--- src/aptp_pkg.sv ---
`timescale 1ns / 1ps

package aptp_pkg;

   // default table size
   localparam int TASK_SLOTS_DEF = 16;

   // field widths
   localparam int CMD_W    = 2;
   localparam int SLOT_W   = 4;
   localparam int PRIO_W   = 6;
   localparam int AGED_W   = 8;
   localparam int STATUS_W = 2;

   // command codes
   localparam logic [CMD_W-1:0] CMD_SET       = 2'd0;
   localparam logic [CMD_W-1:0] CMD_READY     = 2'd1;
   localparam logic [CMD_W-1:0] CMD_NOT_READY = 2'd2;
   localparam logic [CMD_W-1:0] CMD_PICK      = 2'd3;

   // status codes
   localparam logic [STATUS_W-1:0] STATUS_OK       = 2'd0;
   localparam logic [STATUS_W-1:0] STATUS_NO_READY = 2'd1;
   localparam logic [STATUS_W-1:0] STATUS_RANGE    = 2'd2;

   // priority limits
   localparam logic signed [PRIO_W-1:0] PRIO_MIN  = -6'sd20;
   localparam logic signed [PRIO_W-1:0] PRIO_MAX  = 6'sd20;
   localparam logic signed [AGED_W-1:0] AGE_FLOOR = -8'sd128;

   // one slot of the priority table
   typedef struct packed {
      logic signed [PRIO_W-1:0] fixed_prio;
      logic signed [AGED_W-1:0] aged_prio;
   } entry_type;

   // sequencer control for the compare and age unit
   typedef struct packed {
      logic clear;
      logic sample;
   } scan_ctl_type;

endpackage

--- src/aptp_req_if.sv ---
`timescale 1ns / 1ps

interface aptp_req_if import aptp_pkg::*; ();
   logic                     valid;
   logic                     ready;
   logic [CMD_W-1:0]         cmd;
   logic [SLOT_W-1:0]        task_slot;
   logic signed [PRIO_W-1:0] priority_req;

   modport source (output valid, cmd, task_slot, priority_req, input ready);
   modport sink (input valid, cmd, task_slot, priority_req, output ready);
endinterface

--- src/aptp_rsp_if.sv ---
`timescale 1ns / 1ps

interface aptp_rsp_if import aptp_pkg::*; ();
   logic                valid;
   logic                ready;
   logic [STATUS_W-1:0] status;
   logic [SLOT_W-1:0]   chosen_slot;

   modport source (output valid, status, chosen_slot, input ready);
   modport sink (input valid, status, chosen_slot, output ready);
endinterface

--- src/aptp_prio_mem.sv ---
`timescale 1ns / 1ps

module aptp_prio_mem import aptp_pkg::*; #(
   parameter int TASK_SLOTS = TASK_SLOTS_DEF,
   localparam int SW = $clog2(TASK_SLOTS)
) (
   input  logic          clock,
   input  logic          reset,
   input  logic          wr_en,
   input  logic [SW-1:0] wr_addr,
   input  entry_type     wr_data,
   input  logic          rd_en,
   input  logic [SW-1:0] rd_addr,
   output entry_type     rd_data
);

   entry_type             mem_ff [TASK_SLOTS];
   logic [TASK_SLOTS-1:0] valid_ff;
   entry_type             rd_raw_ff;
   logic                  rd_valid_ff;

   always_ff @(posedge clock) begin
      if (wr_en) begin
         mem_ff[wr_addr] <= wr_data;
      end
      if (rd_en) begin
         rd_raw_ff <= mem_ff[rd_addr];
      end
   end

   // never-written entries read back as zero
   always_ff @(posedge clock) begin
      if (reset) begin
         valid_ff    <= '0;
         rd_valid_ff <= 1'b0;
      end else begin
         if (wr_en) begin
            valid_ff[wr_addr] <= 1'b1;
         end
         if (rd_en) begin
            rd_valid_ff <= valid_ff[rd_addr];
         end
      end
   end

   assign rd_data = rd_valid_ff ? rd_raw_ff : '0;

endmodule

--- src/aptp_scan_unit.sv ---
`timescale 1ns / 1ps

module aptp_scan_unit import aptp_pkg::*; #(
   parameter int TASK_SLOTS = TASK_SLOTS_DEF,
   localparam int SW = $clog2(TASK_SLOTS)
) (
   input  logic                     clock,
   input  logic                     reset,
   input  scan_ctl_type             ctl,
   input  logic [SW-1:0]            slot,
   input  logic                     slot_ready,
   input  entry_type                entry,
   output logic                     found,
   output logic [SW-1:0]            best_slot,
   output logic signed [PRIO_W-1:0] best_fixed,
   output logic                     age_en,
   output logic signed [AGED_W-1:0] aged_dec
);

   logic                     found_ff, found_in;
   logic [SW-1:0]            best_slot_ff, best_slot_in;
   logic signed [AGED_W-1:0] best_aged_ff, best_aged_in;
   logic signed [PRIO_W-1:0] best_fixed_ff, best_fixed_in;
   logic                     take;

   // strict less-than keeps the first slot in scan order on a tie
   assign take = ctl.sample && slot_ready && (!found_ff || (entry.aged_prio < best_aged_ff));

   always_comb begin
      found_in      = found_ff;
      best_slot_in  = best_slot_ff;
      best_aged_in  = best_aged_ff;
      best_fixed_in = best_fixed_ff;
      if (ctl.clear) begin
         found_in = 1'b0;
      end else if (take) begin
         found_in      = 1'b1;
         best_slot_in  = slot;
         best_aged_in  = entry.aged_prio;
         best_fixed_in = entry.fixed_prio;
      end
   end

   always_ff @(posedge clock) begin
      if (reset) begin
         found_ff <= 1'b0;
      end else begin
         found_ff <= found_in;
      end
   end

   always_ff @(posedge clock) begin
      best_slot_ff  <= best_slot_in;
      best_aged_ff  <= best_aged_in;
      best_fixed_ff <= best_fixed_in;
   end

   // saturating age step
   assign age_en   = ctl.sample && slot_ready && (entry.aged_prio > AGE_FLOOR);
   assign aged_dec = entry.aged_prio - 8'sd1;

   assign found      = found_ff;
   assign best_slot  = best_slot_ff;
   assign best_fixed = best_fixed_ff;

endmodule

--- src/aging_priority_task_picker_core.sv ---
`timescale 1ns / 1ps

// Task picker with aging over TASK_SLOTS slots. Each request is one command: set priority,
// make ready, make not ready, or pick. Lower numbers are more urgent. A pick returns the
// ready slot with the least aged priority (ties go to the first slot in circular order from
// the last picked slot), ages every ready slot by one with a floor at -128, and restores the
// picked slot to its static priority. The block takes one request at a time: set, make ready
// and make not ready raise their response valid after the execute and done states; a pick
// also passes the scan and fix states, where one shared compare and decrement unit
// visits one slot per cycle through the single read port of the priority table. The request
// side is ready again as soon as the response is handed to the output register, so a new
// request can be taken while a response still waits. The table needs no clearing pass after
// reset: per-slot valid bits make unwritten slots read as zero.

module aging_priority_task_picker_core import aptp_pkg::*; #(
   parameter int TASK_SLOTS = TASK_SLOTS_DEF
) (
   input logic              clock,
   input logic              reset,
   aptp_req_if.sink         req_ch,
   aptp_rsp_if.source       rsp_ch
);

   localparam int SW = $clog2(TASK_SLOTS);
   localparam int CW = $clog2(TASK_SLOTS + 1);

   // sequencer states
   localparam logic [2:0] S_IDLE = 3'd0;
   localparam logic [2:0] S_EXEC = 3'd1;
   localparam logic [2:0] S_SCAN = 3'd2;
   localparam logic [2:0] S_FIX  = 3'd3;
   localparam logic [2:0] S_DONE = 3'd4;

   logic [2:0]               state_ff, state_in;
   logic [CMD_W-1:0]         cmd_ff, cmd_in;
   logic [SLOT_W-1:0]        slot_ff, slot_in;
   logic signed [PRIO_W-1:0] prio_ff, prio_in;
   logic [TASK_SLOTS-1:0]    ready_ff, ready_in;
   logic [SW-1:0]            head_ff, head_in;
   logic [SW-1:0]            addr_ff, addr_in;
   logic [CW-1:0]            issue_cnt_ff, issue_cnt_in;
   logic                     data_vld_ff, data_vld_in;
   logic [SW-1:0]            data_addr_ff, data_addr_in;
   logic [STATUS_W-1:0]      res_status_ff, res_status_in;
   logic [SLOT_W-1:0]        res_chosen_ff, res_chosen_in;
   logic                     rsp_valid_ff, rsp_valid_in;
   logic [STATUS_W-1:0]      rsp_status_ff, rsp_status_in;
   logic [SLOT_W-1:0]        rsp_chosen_ff, rsp_chosen_in;

   // table port
   logic          wr_en;
   logic [SW-1:0] wr_addr;
   entry_type     wr_data;
   logic          rd_en;
   logic [SW-1:0] rd_addr;
   entry_type     rd_data;

   // compare and age unit
   scan_ctl_type             scan_ctl;
   logic                     found;
   logic [SW-1:0]            best_slot;
   logic signed [PRIO_W-1:0] best_fixed;
   logic                     age_en;
   logic signed [AGED_W-1:0] aged_dec;

   logic [SW-1:0] slot_idx;
   logic          slot_ok;
   logic          prio_ok;
   logic [SW-1:0] addr_next;
   logic          issue_done;

   aptp_prio_mem #(.TASK_SLOTS(TASK_SLOTS)) u_mem (
      .clock   (clock),
      .reset   (reset),
      .wr_en   (wr_en),
      .wr_addr (wr_addr),
      .wr_data (wr_data),
      .rd_en   (rd_en),
      .rd_addr (rd_addr),
      .rd_data (rd_data)
   );

   aptp_scan_unit #(.TASK_SLOTS(TASK_SLOTS)) u_scan (
      .clock      (clock),
      .reset      (reset),
      .ctl        (scan_ctl),
      .slot       (data_addr_ff),
      .slot_ready (ready_ff[data_addr_ff]),
      .entry      (rd_data),
      .found      (found),
      .best_slot  (best_slot),
      .best_fixed (best_fixed),
      .age_en     (age_en),
      .aged_dec   (aged_dec)
   );

   // slots beyond the table are ignored
   assign slot_idx = SW'(slot_ff);
   assign slot_ok  = (32'(slot_ff) < 32'(TASK_SLOTS));
   assign prio_ok  = !(prio_ff < PRIO_MIN) && !(prio_ff > PRIO_MAX);

   // circular walk from the scan head
   assign addr_next  = (addr_ff == SW'(TASK_SLOTS - 1)) ? '0 : addr_ff + SW'(1);
   assign issue_done = (issue_cnt_ff == CW'(TASK_SLOTS));

   assign req_ch.ready = (state_ff == S_IDLE);

   always_comb begin
      state_in      = state_ff;
      cmd_in        = cmd_ff;
      slot_in       = slot_ff;
      prio_in       = prio_ff;
      ready_in      = ready_ff;
      head_in       = head_ff;
      addr_in       = addr_ff;
      issue_cnt_in  = issue_cnt_ff;
      data_vld_in   = 1'b0;
      data_addr_in  = addr_ff;
      res_status_in = res_status_ff;
      res_chosen_in = res_chosen_ff;
      rsp_valid_in  = rsp_valid_ff;
      rsp_status_in = rsp_status_ff;
      rsp_chosen_in = rsp_chosen_ff;
      wr_en         = 1'b0;
      wr_addr       = data_addr_ff;
      wr_data       = '0;
      rd_en         = 1'b0;
      rd_addr       = addr_ff;
      scan_ctl      = '0;

      // output register drains independently of the sequencer
      if (rsp_valid_ff && rsp_ch.ready) begin
         rsp_valid_in = 1'b0;
      end

      case (state_ff)
         S_IDLE: begin
            if (req_ch.valid) begin
               cmd_in   = req_ch.cmd;
               slot_in  = req_ch.task_slot;
               prio_in  = req_ch.priority_req;
               state_in = S_EXEC;
            end
         end
         S_EXEC: begin
            res_status_in = STATUS_OK;
            res_chosen_in = '0;
            state_in      = S_DONE;
            case (cmd_ff)
               CMD_SET: begin
                  if (!prio_ok) begin
                     res_status_in = STATUS_RANGE;
                  end else if (slot_ok) begin
                     wr_en   = 1'b1;
                     wr_addr = slot_idx;
                     wr_data = '{fixed_prio: prio_ff,
                                 aged_prio: {{(AGED_W - PRIO_W){prio_ff[PRIO_W-1]}}, prio_ff}};
                  end
               end
               CMD_READY: begin
                  if (slot_ok) begin
                     ready_in[slot_idx] = 1'b1;
                  end
               end
               CMD_NOT_READY: begin
                  if (slot_ok) begin
                     ready_in[slot_idx] = 1'b0;
                  end
               end
               CMD_PICK: begin
                  addr_in        = head_ff;
                  issue_cnt_in   = '0;
                  scan_ctl.clear = 1'b1;
                  state_in       = S_SCAN;
               end
               default: begin
                  state_in = S_DONE;
               end
            endcase
         end
         S_SCAN: begin
            // read one slot per cycle, compare and age it the cycle after
            if (!issue_done) begin
               rd_en        = 1'b1;
               addr_in      = addr_next;
               issue_cnt_in = issue_cnt_ff + CW'(1);
               data_vld_in  = 1'b1;
            end
            scan_ctl.sample = data_vld_ff;
            if (data_vld_ff && age_en) begin
               wr_en   = 1'b1;
               wr_addr = data_addr_ff;
               wr_data = '{fixed_prio: rd_data.fixed_prio, aged_prio: aged_dec};
            end
            if (issue_done && !data_vld_ff) begin
               state_in = S_FIX;
            end
         end
         S_FIX: begin
            // winner goes back to its static priority and becomes the new head
            if (found) begin
               wr_en         = 1'b1;
               wr_addr       = best_slot;
               wr_data       = '{fixed_prio: best_fixed,
                                 aged_prio: {{(AGED_W - PRIO_W){best_fixed[PRIO_W-1]}},
                                             best_fixed}};
               head_in       = best_slot;
               res_status_in = STATUS_OK;
               res_chosen_in = SLOT_W'(best_slot);
            end else begin
               res_status_in = STATUS_NO_READY;
               res_chosen_in = '0;
            end
            state_in = S_DONE;
         end
         S_DONE: begin
            if (!rsp_valid_ff || rsp_ch.ready) begin
               rsp_valid_in  = 1'b1;
               rsp_status_in = res_status_ff;
               rsp_chosen_in = res_chosen_ff;
               state_in      = S_IDLE;
            end
         end
         default: begin
            state_in = S_IDLE;
         end
      endcase
   end

   always_ff @(posedge clock) begin
      if (reset) begin
         state_ff     <= S_IDLE;
         ready_ff     <= '0;
         head_ff      <= '0;
         issue_cnt_ff <= '0;
         data_vld_ff  <= 1'b0;
         rsp_valid_ff <= 1'b0;
      end else begin
         state_ff     <= state_in;
         ready_ff     <= ready_in;
         head_ff      <= head_in;
         issue_cnt_ff <= issue_cnt_in;
         data_vld_ff  <= data_vld_in;
         rsp_valid_ff <= rsp_valid_in;
      end
   end

   always_ff @(posedge clock) begin
      cmd_ff        <= cmd_in;
      slot_ff       <= slot_in;
      prio_ff       <= prio_in;
      addr_ff       <= addr_in;
      data_addr_ff  <= data_addr_in;
      res_status_ff <= res_status_in;
      res_chosen_ff <= res_chosen_in;
      rsp_status_ff <= rsp_status_in;
      rsp_chosen_ff <= rsp_chosen_in;
   end

   assign rsp_ch.valid       = rsp_valid_ff;
   assign rsp_ch.status      = rsp_status_ff;
   assign rsp_ch.chosen_slot = rsp_chosen_ff;

`ifndef NO_ASSERTIONS
   // aging write-back trails the read by one slot, never the same one
   a_no_rw_collision: assert property (@(posedge clock) disable iff (reset)
      (wr_en && rd_en) |-> (wr_addr != rd_addr))
      else $error("table read and write hit the same slot");

   // scan never issues more reads than there are slots
   a_issue_bound: assert property (@(posedge clock) disable iff (reset)
      issue_cnt_ff <= CW'(TASK_SLOTS))
      else $error("scan read count overran the table");

   // a winner must be a ready slot
   a_winner_ready: assert property (@(posedge clock) disable iff (reset)
      ((state_ff == S_FIX) && found) |-> ready_ff[best_slot])
      else $error("picked slot is not ready");

   // empty pick reports slot zero
   a_empty_zero: assert property (@(posedge clock) disable iff (reset)
      (rsp_ch.valid && (rsp_ch.status == STATUS_NO_READY)) |-> (rsp_ch.chosen_slot == '0))
      else $error("empty pick reported a nonzero slot");

   // the head moves to the winner right after a successful pick
   a_head_follows: assert property (@(posedge clock) disable iff (reset)
      ((state_ff == S_FIX) && found) |=> (head_ff == $past(best_slot)))
      else $error("scan head did not follow the picked slot");
`endif

endmodule
--- src/flat_wrapper.sv ---
// flat-port wrapper written by rule: the top's interface ports become plain ports
module aging_priority_task_picker_core_flat import aptp_pkg::*;
#(
   parameter int TASK_SLOTS = TASK_SLOTS_DEF
)
  (clock, reset, req_ch_valid, req_ch_cmd, req_ch_task_slot, req_ch_priority_req, req_ch_ready, rsp_ch_valid, rsp_ch_status, rsp_ch_chosen_slot, rsp_ch_ready);
  aptp_req_if req_ch_i ();
  aptp_rsp_if rsp_ch_i ();
  input logic clock;
  input logic reset;
  input wire logic [$bits(req_ch_i.valid)-1:0] req_ch_valid;
  input wire logic [$bits(req_ch_i.cmd)-1:0] req_ch_cmd;
  input wire logic [$bits(req_ch_i.task_slot)-1:0] req_ch_task_slot;
  input wire logic [$bits(req_ch_i.priority_req)-1:0] req_ch_priority_req;
  output wire logic [$bits(req_ch_i.ready)-1:0] req_ch_ready;
  output wire logic [$bits(rsp_ch_i.valid)-1:0] rsp_ch_valid;
  output wire logic [$bits(rsp_ch_i.status)-1:0] rsp_ch_status;
  output wire logic [$bits(rsp_ch_i.chosen_slot)-1:0] rsp_ch_chosen_slot;
  input wire logic [$bits(rsp_ch_i.ready)-1:0] rsp_ch_ready;
  assign req_ch_i.valid = req_ch_valid;
  assign req_ch_i.cmd = req_ch_cmd;
  assign req_ch_i.task_slot = req_ch_task_slot;
  assign req_ch_i.priority_req = req_ch_priority_req;
  assign req_ch_ready = req_ch_i.ready;
  assign rsp_ch_valid = rsp_ch_i.valid;
  assign rsp_ch_status = rsp_ch_i.status;
  assign rsp_ch_chosen_slot = rsp_ch_i.chosen_slot;
  assign rsp_ch_i.ready = rsp_ch_ready;
  aging_priority_task_picker_core #(.TASK_SLOTS(TASK_SLOTS)) u_core (.clock(clock), .reset(reset), .req_ch(req_ch_i), .rsp_ch(rsp_ch_i));
endmodule
--- config.mk ---
export PLATFORM = sky130hd
export DESIGN_NAME = aging_priority_task_picker_core_flat
export DESIGN_NICKNAME = d
export VERILOG_FILES = /design/src/aptp_pkg.sv /design/src/aptp_req_if.sv /design/src/aptp_rsp_if.sv /design/src/aptp_prio_mem.sv /design/src/aptp_scan_unit.sv /design/src/aging_priority_task_picker_core.sv /design/src/flat_wrapper.sv
export SDC_FILE = /design/constraint.sdc
export NUM_CORES = 1
export LEC_CHECK = 0
export BUFFER_PORTS_ARGS = -buffer_cell sky130_fd_sc_hd__buf_2
export CORE_ASPECT_RATIO = 1.25
export CORE_UTILIZATION = 50
export DETAILED_ROUTE_END_ITERATION = 10
export HOLD_SLACK_MARGIN = 0.15
export PLACE_DENSITY_LB_ADDON = 0.1
export SLEW_MARGIN = 20
export SYNTH_ARGS = -nofsm -noshare
export SYNTH_HDL_FRONTEND = slang
export SYNTH_SLANG_ARGS = --single-unit
--- constraint.sdc ---
create_clock -name clock -period 3 [get_ports clock]
set_input_delay 0.3 -clock clock [delete_from_list [all_inputs] [get_ports clock]]
set_output_delay 0.3 -clock clock [all_outputs]
set_load 0.01 [all_outputs]
==> results of run 1 <==
[report_power, final]
group / internal, mW / switching, mW / total, mW
logic: 0.260 / 0.404 / 0.663
clock network: 2.56 / 1.78 / 4.35
registers: 5.10 / 0.0482 / 5.15
total: 7.92 / 2.24 / 10.2
[kinds of logic (layout without fill, tap and decap cells)]
kind of cell	after synthesis	count (layout)	share of synthesized area [%]
xor+xnor	12	12	0.768
compound gates	178	178	8.84
flops	336	336	69.9
buf+inv	90	228	2.53
fa+ha+maj	14	14	1.28
mux	98	98	10.8
simple gates	160	160	5.93
[through the flow]
| step | power [mW] | hold slack [ns] |
|---|---|---|
| 2_1_floorplan | 5.58 | 0.371 |
| 3_3_place_gp | 5.86 | 0.405 |
| 3_5_place_dp | 5.87 | 0.405 |
| 4_1_cts | 10.2 | 0.185 |
| 5_1_grt | 10.4 | 0.218 |
| 6_report | 10.2 | 0.204 |
[worst max path at each step]
stage                           startpoint                     endpoint  slack, ns  depth (start not counted)
global route             u_core.prio_ff[0]   u_core.u_mem.mem_ff[5][12]      0.006                          7
floorplan                u_core.prio_ff[0]    u_core.u_mem.mem_ff[5][0]       -0.1                          6
global placement         u_core.prio_ff[0]    u_core.u_mem.mem_ff[0][0]      -0.33                          7
detailed placement       u_core.prio_ff[0]    u_core.u_mem.mem_ff[6][6]      -0.37                          7
finish              u_core.data_addr_ff[0]  u_core.u_mem.mem_ff[14][10]       0.10                          9
CTS                      u_core.prio_ff[0]   u_core.u_mem.mem_ff[7][12]      -0.06                          7
[worst min-delay path, cell delays in order]
cell and delay, ns:
buf_2 0.10, o21ai_0 0.18, a2111oi_0 0.09
[final cells by class]
type / count / area (um2) / area share [%]
flip-flops and latches: 336 / 9570 / 59.0
repair buffers: 125 / 1020 / 6.27
multi-input cells: 462 / 3910 / 24.1
inverters: 41 / 154 / 0.949
clock inverters: 23 / 264 / 1.63
well taps: 345 / 432 / 2.66
clock buffers: 39 / 880 / 5.42
[metal layers]
layer / vias up / share of wire [%] / track usage [%]
li1: 3676 / - / -
met1: 4140 / 38 / 30.5
met2: 306 / 51 / 42.2
met3: 91 / 5.3 / 3.63
met4: 0 / 5.7 / 13.7
met5: - / 0 / 0
[Yosys cell counts (10+ instances only)]
cell type,count
inv_1,41
mux2_2,14
a21oi_1,41
o21ai_0,35
ha_1,14
dfxtp_1,52
clkbuf_1,34
and2_1,12
nand2_1,55
a221oi_1,15
mux4_2,38
edfxtp_1,284
nor2_1,40
a22oi_1,15
a311oi_1,12
nand2b_1,11
buf_1,10
a21o_1,12
mux2i_1,46
[sequential cells by signal (all words and copies together), names as in the netlist, named ones only]
name / flops
u_core.u_mem.mem_ff: 224
u_core.u_mem.valid_ff: 16
u_core.u_mem.rd_raw_ff: 14
u_core.u_scan.best_aged_ff: 8
u_core.prio_ff: 6
u_core.u_scan.best_fixed: 6
u_core.issue_cnt_ff: 5
u_core.addr_ff: 4
u_core.data_addr_ff: 4
u_core.head_ff: 4
u_core.res_chosen_ff: 4
u_core.rsp_ch.chosen_slot: 4
u_core.slot_ff: 4
u_core.u_scan.best_slot: 4
u_core.state_ff: 3
u_core.cmd_ff: 2
u_core.res_status_ff: 2
u_core.rsp_ch.status: 2
u_core.data_vld_ff: 1
u_core.rsp_ch.valid: 1
u_core.u_mem.rd_valid_ff: 1
u_core.u_scan.found: 1
[what timing repair did]
action / CTS / global route
hold buffers: 13 / 0
buffers inserted: 0 / 4
hold endpoints to repair: 14 / 0
pin swaps: 0 / 5
gates resized for setup: 14 / 10
setup endpoints to repair: 146 / 141
==> impl_metrics.tcl, run 1 <==
set metrics [dict create \
    reg2reg_to "u_core.u_mem.mem_ff[14][10]" \
    dp_cells 1292 \
    max_freq_ghz 0.345 \
    cellPowerDensity_mw_per_mm2 626 \
    setup_ws_ns 0.102 \
    initial_utilization_pct 51.0 \
    numCtsBuffers 34 \
    synth_cell_types 58 \
    worst_ep_required_time_ns 3.27 \
    async_reset_ff_share_pct 0 \
    finalHoldViolCount 0 \
    synth_seq_cells 336 \
    synth_cells 888 \
    tritoncts "built" \
    diodes 0 \
    fin_tns_setup_ns 0 \
    ctsRootBufferMaster "clkbuf_16" \
    drcViolationCount 0 \
    rr_worst_depth 9 \
    vdd.ir_drop.worst_uv 505 \
    wl_um 33600 \
    syn_avg_cell_area_um2 15.4 \
    yosys.area.top_type "edfxtp_1" \
    synth_edf_count 284 \
    power.leakage_nw 5.93 \
    rrSetupSlack_ns 0.10 \
    clock_sinks 336 \
    post_drt_wl_per_cell_um 24.5 \
    rows 67 \
    worst_setup_path_end_kind "flop" \
    synth_flop_cell "edfxtp_1" \
    netlist_top_cells_area "edfxtp_1, dfxtp_1, mux4_2" \
    clock_latency_ns 0.52 \
    path_cells "mux4_2 -> mux4_2 -> and3_1 -> or3_4 -> buf_4 -> o21ai_4 -> buf_6 -> nor2_4 -> buf_12" \
    worst_path_largest_cell_delay_ns 0.52 \
    grt_pass1_vias 8523 \
    ys_seq_area_share_pct 69.9 \
    hold_path_end "u_core.state_ff[0]" \
    crit_path_max_fanout 14 \
    max_slew_margin_pct 38.2 \
    rsz0062_at_grt "no" \
    drive_gt1_share_pct 23.9 \
    grt_pass1_wl_um 50800 \
    most-common-layout-cells "edfxtp_1, buf_4, nand2_1" \
    whs_path_depth 3 \
    place_ws_ns -0.374 \
    die-area_mm2 0.0281 \
    post-dp-hpwl_um 22800 \
    clockBufferDepth 3 \
    crit_arrival_ns 3.17 \
    final_common_cell "edfxtp_1" \
    vias_per_cell 5.99 \
    place_area_mm2 0.0148 \
    final.min_clock_period_ns 2.90 \
    hold_class "input pin to flop" \
    start_kind "flop" \
    fin_crit_sh_pct 96.6 \
    grt_max_degree 54 \
    ios 24 \
    cp_top_family "multiplexers" \
    utilization_pct 60.5 \
    yosysWarnings 0 \
    detail_route.iter0.violations 570 \
    die_x_um 150 \
    setup_viol 0 \
    area_growth_pct 18.5 \
    vias 8213 \
    syn_area_mm2 0.0137 \
    critPathKind "flop to flop" \
    antenna_found_initial 0 \
    dr.pass1.iters 5 \
    htreeDepth 2 \
    stdcell_count 1371 \
    hold_start "req_ch_valid" \
    grt_use_total_pct 24.9 \
    ant_nets 0 \
    nets 1030 \
    report.final.slew_viol_count 0 \
    overflow 0 \
    rr_startpoint "u_core.data_addr_ff[0]" \
    skew_ns 0.0204 \
    gp_congestion 0.892 \
    chipHeight_um 187 \
    final_cell_area_mm2 0.0162 \
    outcome "completed" \
    worst_slew_pin_slew_ns 0.928 \
    crit_buf_inv 3 \
    cpMaxStageDelayCell "mux4_2" \
    port_buffers 23 \
    crit_top_cell "mux4_2" \
    clk_pin_slew_ns 0.06 \
    fillers 1994 \
    coreArea_mm2 0.0268 \
    cap_violations 0 \
    syn-num-nets 918 \
    yosysTopAreaCellShare_pct 62.3 \
]
No activity file was read; power rests on OpenSTA's default activity.
==> inputs of run 2 (changes only) <==
--- a/config.mk
+++ b/config.mk
@@ -9,6 +9,7 @@
 export CORE_ASPECT_RATIO = 1.25
 export CORE_UTILIZATION = 50
 export DETAILED_ROUTE_END_ITERATION = 10
+export GPL_ROUTABILITY_DRIVEN = 0
 export HOLD_SLACK_MARGIN = 0.15
 export PLACE_DENSITY_LB_ADDON = 0.1
 export SLEW_MARGIN = 20
==> constraint.sdc (replaced) <==
create_clock -name clock -period 2.9 [get_ports clock]
set_input_delay 0.29 -clock clock [delete_from_list [all_inputs] [get_ports clock]]
set_output_delay 0.29 -clock clock [all_outputs]
set_load 0.01 [all_outputs]
==> run 2 against run 1 <==
Net effect: global-route usage is 0.41 points higher; die area stayed put; final area down 0.44%; critical path type unchanged; highest routed layer unchanged.
==> impl_metrics.tcl, run 2 (same netlist as run 1, synthesis figures left out) <==
set metrics [dict create \
    clock_sinks 336 \
    coreArea_mm2 0.0268 \
    final_cell_area_mm2 0.0162 \
    hold_ws_ns 0.213 \
    die-area_mm2 0.0281 \
    p_int_mw 8.20 \
    cellPowerDensity_mw_per_mm2 648 \
    grt_pass1_vias 8486 \
    outcome "completed" \
    max_freq_ghz 0.353 \
    rrSetupSlack_ns 0.07 \
    most-common-layout-cells "edfxtp_1, buf_4, nand2_1" \
    report.final.slew_viol_count 0 \
    clkPwrFrac_pct 42.6 \
    cap_violations 0 \
    vias 8054 \
    start_kind "flop" \
    vias_per_cell 5.90 \
    worst_setup_path_end_kind "flop" \
    regMostFlops "u_core.u_mem.mem_ff" \
    reg_top3 "u_core.u_mem.mem_ff (224), u_core.u_mem.valid_ff (16), u_core.u_mem.rd_raw_ff (14)" \
    rr_startpoint "u_core.data_addr_ff[0]" \
    numCtsBuffers 35 \
    chipHeight_um 187 \
    reg2reg_to "u_core.u_mem.mem_ff[9][13]" \
    grt_use_total_pct 25.3 \
    nets 1025 \
    critPathKind "flop to flop" \
    fin_crit_sh_pct 97.6 \
    grt_max_degree 52 \
    wl_um 33900 \
    area_growth_pct 18.0 \
    hold_class "input pin to flop" \
    rr_worst_depth 8 \
    post_drt_wl_per_cell_um 24.8 \
    pwr-share-seq_pct 50.9 \
    crit_path_max_fanout 14 \
    drcViolationCount 0 \
    crit_arrival_ns 3.11 \
    dr.pass1.iters 5 \
    setup_viol 0 \
    final_common_cell "edfxtp_1" \
    crit_top_cell "mux4_2" \
    design_power_total_mw 10.5 \
    htreeDepth 2 \
    clock_latency_ns 0.52 \
    diodes 0 \
    clk_pin_slew_ns 0.06 \
    worst_slew_pin_slew_ns 0.801 \
    port_buffers 23 \
    place_area_mm2 0.0148 \
    utilization_pct 60.2 \
    post-dp-hpwl_um 23100 \
    ios 24 \
    max_slew_margin_pct 46.6 \
    vdd.ir_drop.worst_uv 526 \
    overflow 0 \
    worst_path_largest_cell_delay_ns 0.51 \
    rsz0062_at_grt "yes" \
    clockBufferDepth 3 \
    worst_ep_required_time_ns 3.17 \
    ant_nets 0 \
    largest_reg_flops 224 \
    finalHoldViolCount 0 \
    cp-startpoint "u_core.data_addr_ff[0]" \
    cpMaxStageDelayCell "mux4_2" \
    power.leakage_nw 5.89 \
    path_cells "mux4_2 -> mux4_2 -> and3_4 -> or3_4 -> buf_4 -> nand4b_4 -> nor2_2 -> buf_12" \
    fin_tns_setup_ns 0 \
    combPwrFrac_pct 6.5 \
    skew_ns 0.0129 \
    drive_gt1_share_pct 22.7 \
    grt_pass1_wl_um 51800 \
    p_sw_share_pct 21.6 \
    tritoncts "built" \
    detail_route.iter0.violations 551 \
    ctsRootBufferMaster "clkbuf_16" \
    rows 67 \
    die_x_um 150 \
    initial_utilization_pct 51.0 \
    endpoint "u_core.u_mem.mem_ff[9][13]" \
    antenna_found_initial 0 \
    p_sw_mw 2.26 \
    final.min_clock_period_ns 2.83 \
]
-- run 2: cell count changes in the layout (fill, tap and decap cells not counted), sizes merged --
cell,delta
clkbuf,+11
clkinv,-7
buf,-6
inv,-3
bufinv,-2
-- run 2: repair_timing --
item / 4_1_cts / 5_1_grt
endpoints found under the hold margin: 14 / 0
setup endpoints to repair: 224 / 196
hold buffers: 13 / 0
pin swaps: 0 / 3
resized for setup: 5 / 12
buffers inserted: 0 / 3
-- run 2: worst max-delay path, delay by kind of cell (launching register included) --
family	cells	cell delay, ns
mux	2	1.01
simple gates	4	0.84
flops	1	0.39
buf+inv	2	0.34
-- run 2: area by class of cell --
cell class	count	area (um2)
Clock inverter	11	135
Multi-Input combinational cell	462	3870
Inverter	41	154
Fill cell	1983	10700
Tap cell	345	432
Sequential cell	336	9570
Clock buffer	50	996
Timing Repair Buffer	119	993
-- run 2: layer usage --
metal	share of wire (%)	GRT usage [%]	vias up
li1	-	-	3661
met1	39	31.3	4065
met2	51	43.2	250
met3	4.6	4.00	78
met4	4.7	12.1	0
met5	0	0	-
-- run 2: power groups by stage --
stage / Clock (mW) / Combinational (mW) / Sequential (mW)
6_report: 4.45 / 0.682 / 5.33
5_1_grt: 4.70 / 0.730 / 5.33
4_1_cts: 4.53 / 0.671 / 5.33
3_5_place_dp: 0 / 0.650 / 5.43
3_3_place_gp: 0 / 0.637 / 5.43
2_1_floorplan: 0 / 0.373 / 5.41
-- run 2: worst min path at each step --
stage	from	to	slack, ns	cells after the start
final	req_ch_valid	u_core.state_ff[0]	0.21	3
after global routing	req_ch_valid	u_core.state_ff[0]	0.27	3
after CTS	req_ch_valid	u_core.state_ff[0]	0.22	3
after detailed placement	u_core.res_status_ff[0]	u_core.rsp_ch.status[0]	0.41	0
after global placement	u_core.res_chosen_ff[0]	u_core.rsp_ch.chosen_slot[0]	0.41	0
after floorplan	u_core.addr_ff[0]	u_core.data_addr_ff[0]	0.37	0
-- run 2: through the flow --
| stage | setup slack [ns] | instances |
|---|---|---|
| 2_1_floorplan | -0.199 | 888 |
| 3_3_place_gp | -0.0131 | 1287 |
| 3_5_place_dp | -0.152 | 1287 |
| 4_1_cts | -0.176 | 1361 |
| 5_1_grt | -0.0853 | 1364 |
| 6_report | 0.0697 | 1364 |
==> inputs of run 3 (changes only) <==
--- a/config.mk
+++ b/config.mk
@@ -6,12 +6,13 @@
 export NUM_CORES = 1
 export LEC_CHECK = 0
 export BUFFER_PORTS_ARGS = -buffer_cell sky130_fd_sc_hd__buf_2
-export CORE_ASPECT_RATIO = 1.25
-export CORE_UTILIZATION = 50
+export CORE_ASPECT_RATIO = 1.4
+export CORE_UTILIZATION = 55
 export DETAILED_ROUTE_END_ITERATION = 10
 export GPL_ROUTABILITY_DRIVEN = 0
 export HOLD_SLACK_MARGIN = 0.15
 export PLACE_DENSITY_LB_ADDON = 0.1
+export REMOVE_ABC_BUFFERS = 1
 export SLEW_MARGIN = 20
 export SYNTH_ARGS = -nofsm -noshare
 export SYNTH_HDL_FRONTEND = slang
==> run 3 against run 2 <==
Net effect: the flow now finishes with violations (negative setup slack); worst setup slack lost 0.14 ns; wire length shrank 3.3%; die area shrank 9.0%; non-clock buffer count grew 4; power shrank 5.0%; hold slack gained 0.082 ns; sequential power is essentially flat; count of clock-buffer cells in the layout shrank 4; global-route usage grew 1.4 points; critical path type unchanged; largest power group unchanged.
==> impl_metrics.tcl, run 3 (same netlist as run 1, synthesis figures left out) <==
set metrics [dict create \
    numCtsBuffers 31 \
    clk_pin_slew_ns 0.06 \
    outcome "finished with violations" \
    worst_slew_pin_slew_ns 0.835 \
    detail_route.iter0.violations 517 \
    rows 68 \
    ctsRootBufferMaster "clkbuf_16" \
    port_buffers 23 \
    use_met1_pct 32.9 \
    cap_violations 0 \
    initial_utilization_pct 55.7 \
    cellPowerDensity_mw_per_mm2 621 \
    antenna_found_initial 0 \
    dr.pass1.iters 5 \
    rr_worst_depth 7 \
    die_x_um 135 \
    start_kind "flop" \
    fin_crit_sh_pct 103 \
    final.min_clock_period_ns 2.97 \
    worst_setup_path_end_kind "flop" \
    use_met3_pct 3.63 \
    drcViolationCount 0 \
    ios 24 \
    grt_pass1_wl_um 49900 \
    vdd.ir_drop.worst_uv 550 \
    ant_nets 0 \
    whs_path_depth 2 \
    report.final.slew_viol_count 0 \
    overflow 0 \
    nets 1025 \
    die-area_mm2 0.0255 \
    wl_um 32700 \
    grt_use_total_pct 26.8 \
    grt_pass1_vias 8310 \
    rsz0062_at_grt "yes" \
    use_met2_pct 46.5 \
    power.leakage_nw 5.84 \
    clock_latency_ns 0.57 \
    clock_sinks 336 \
    post_drt_wl_per_cell_um 24.5 \
    post-dp-hpwl_um 22800 \
    worst_ep_required_time_ns 3.10 \
    coreArea_mm2 0.0246 \
    reg_top3 "u_core.u_mem.mem_ff (224), u_core.u_mem.valid_ff (16), u_core.u_mem.rd_raw_ff (14)" \
    area_growth_pct 16.9 \
    largest_reg_flops 224 \
    finalHoldViolCount 0 \
    hold_class "input pin to flop" \
    fillers 1739 \
    drive_gt1_share_pct 21.9 \
    critPathKind "flop to flop" \
    skew_ns 0.0160 \
    htreeDepth 1 \
    vias_per_cell 6.01 \
    violations "negative setup slack" \
    most-common-layout-cells "edfxtp_1, buf_4, nand2_1" \
    diodes 0 \
    final_common_cell "edfxtp_1" \
    crit_path_max_fanout 14 \
    max_freq_ghz 0.336 \
    setup_ws_ns -0.0739 \
    crit_arrival_ns 3.17 \
    grt_max_degree 44 \
    tritoncts "built" \
    chipHeight_um 189 \
    setup_viol 84 \
    regMostFlops "u_core.u_mem.mem_ff" \
    grt-busiest-layer "met2" \
    max_slew_margin_pct 44.2 \
    place_ws_ns -0.390 \
    clockBufferDepth 3 \
    fin_tns_setup_ns -3.00 \
    vias 8021 \
]
## run 3: cell count changes in the layout (fill, tap and decap cells not counted), sizes merged
| cell | previous run | this run |
|---|---|---|
| dlygate4sd3 | 13 | 14 |
| clkbuf | 50 | 46 |
| clkinvlp | 2 | 0 |
| inv | 41 | 42 |
| bufinv | 3 | 2 |
| clkinv | 6 | 8 |
| buf | 106 | 109 |
## run 3: worst paths after layout
path | from | endpoint | slack (ns)
max | u_core.prio_ff[0] | u_core.u_mem.mem_ff[0][2] | -0.07
min | reset | u_core.data_vld_ff | 0.29
max reg2reg | u_core.prio_ff[0] | u_core.u_mem.mem_ff[0][2] | -0.07
min reg2reg | u_core.res_chosen_ff[0] | u_core.rsp_ch.chosen_slot[0] | 0.43
## run 3: final cells by class
class / count / area [um2] / area share (%)
flip-flops and latches: 336 / 9570 / 59.8
clock inverters: 11 / 101 / 0.633
well taps: 315 / 394 / 2.46
inverters: 41 / 154 / 0.961
multi-input cells: 462 / 3860 / 24.1
clock buffers: 46 / 863 / 5.39
repair buffers: 123 / 1060 / 6.64
## run 3: report_power, final
group	total, mW	internal (mW)	switching (mW)
Sequential	5.32	5.28	0.0485
Combinational	0.696	0.278	0.418
Clock	3.91	2.22	1.69
Total	9.93	7.78	2.16
## run 3: timing repair
item,4_1_cts,5_1_grt
hold buffers,14,0
endpoints found under the hold margin,15,0
pin swaps,0,5
gates resized for setup,22,2
buffers inserted,0,5
setup endpoints to repair,224,182
## run 3: per-layer routing
layer  vias up  routed length [um]
met1      3999               12800
met5         -                   0
li1       3666                   -
met2       276               17000
met3        80                1430
met4         0                1510
## run 3: metrics by stage
stage	instances	utilization (%)	hold WS, ns	power, mW	cell area (um2)
final	1334	65.1	0.295	9.93	16000
after floorplan	839	-	0.359	5.77	13500
after detailed placement	1258	59.9	0.411	6.09	14700
after CTS	1329	64.7	0.277	9.98	15900
after global placement	1258	59.9	0.407	6.07	14700
after global routing	1334	65.1	0.320	10.2	16000
## run 3: worst max-delay path, cell delays in order (launching register included)
cell and delay (ns):
edfxtp_1 0.39, o21a_1 0.22, o311ai_1 0.44, buf_4 0.25, a41oi_1 0.16, nor2_1 0.30
nand4_4 0.25, nor2_2 0.59
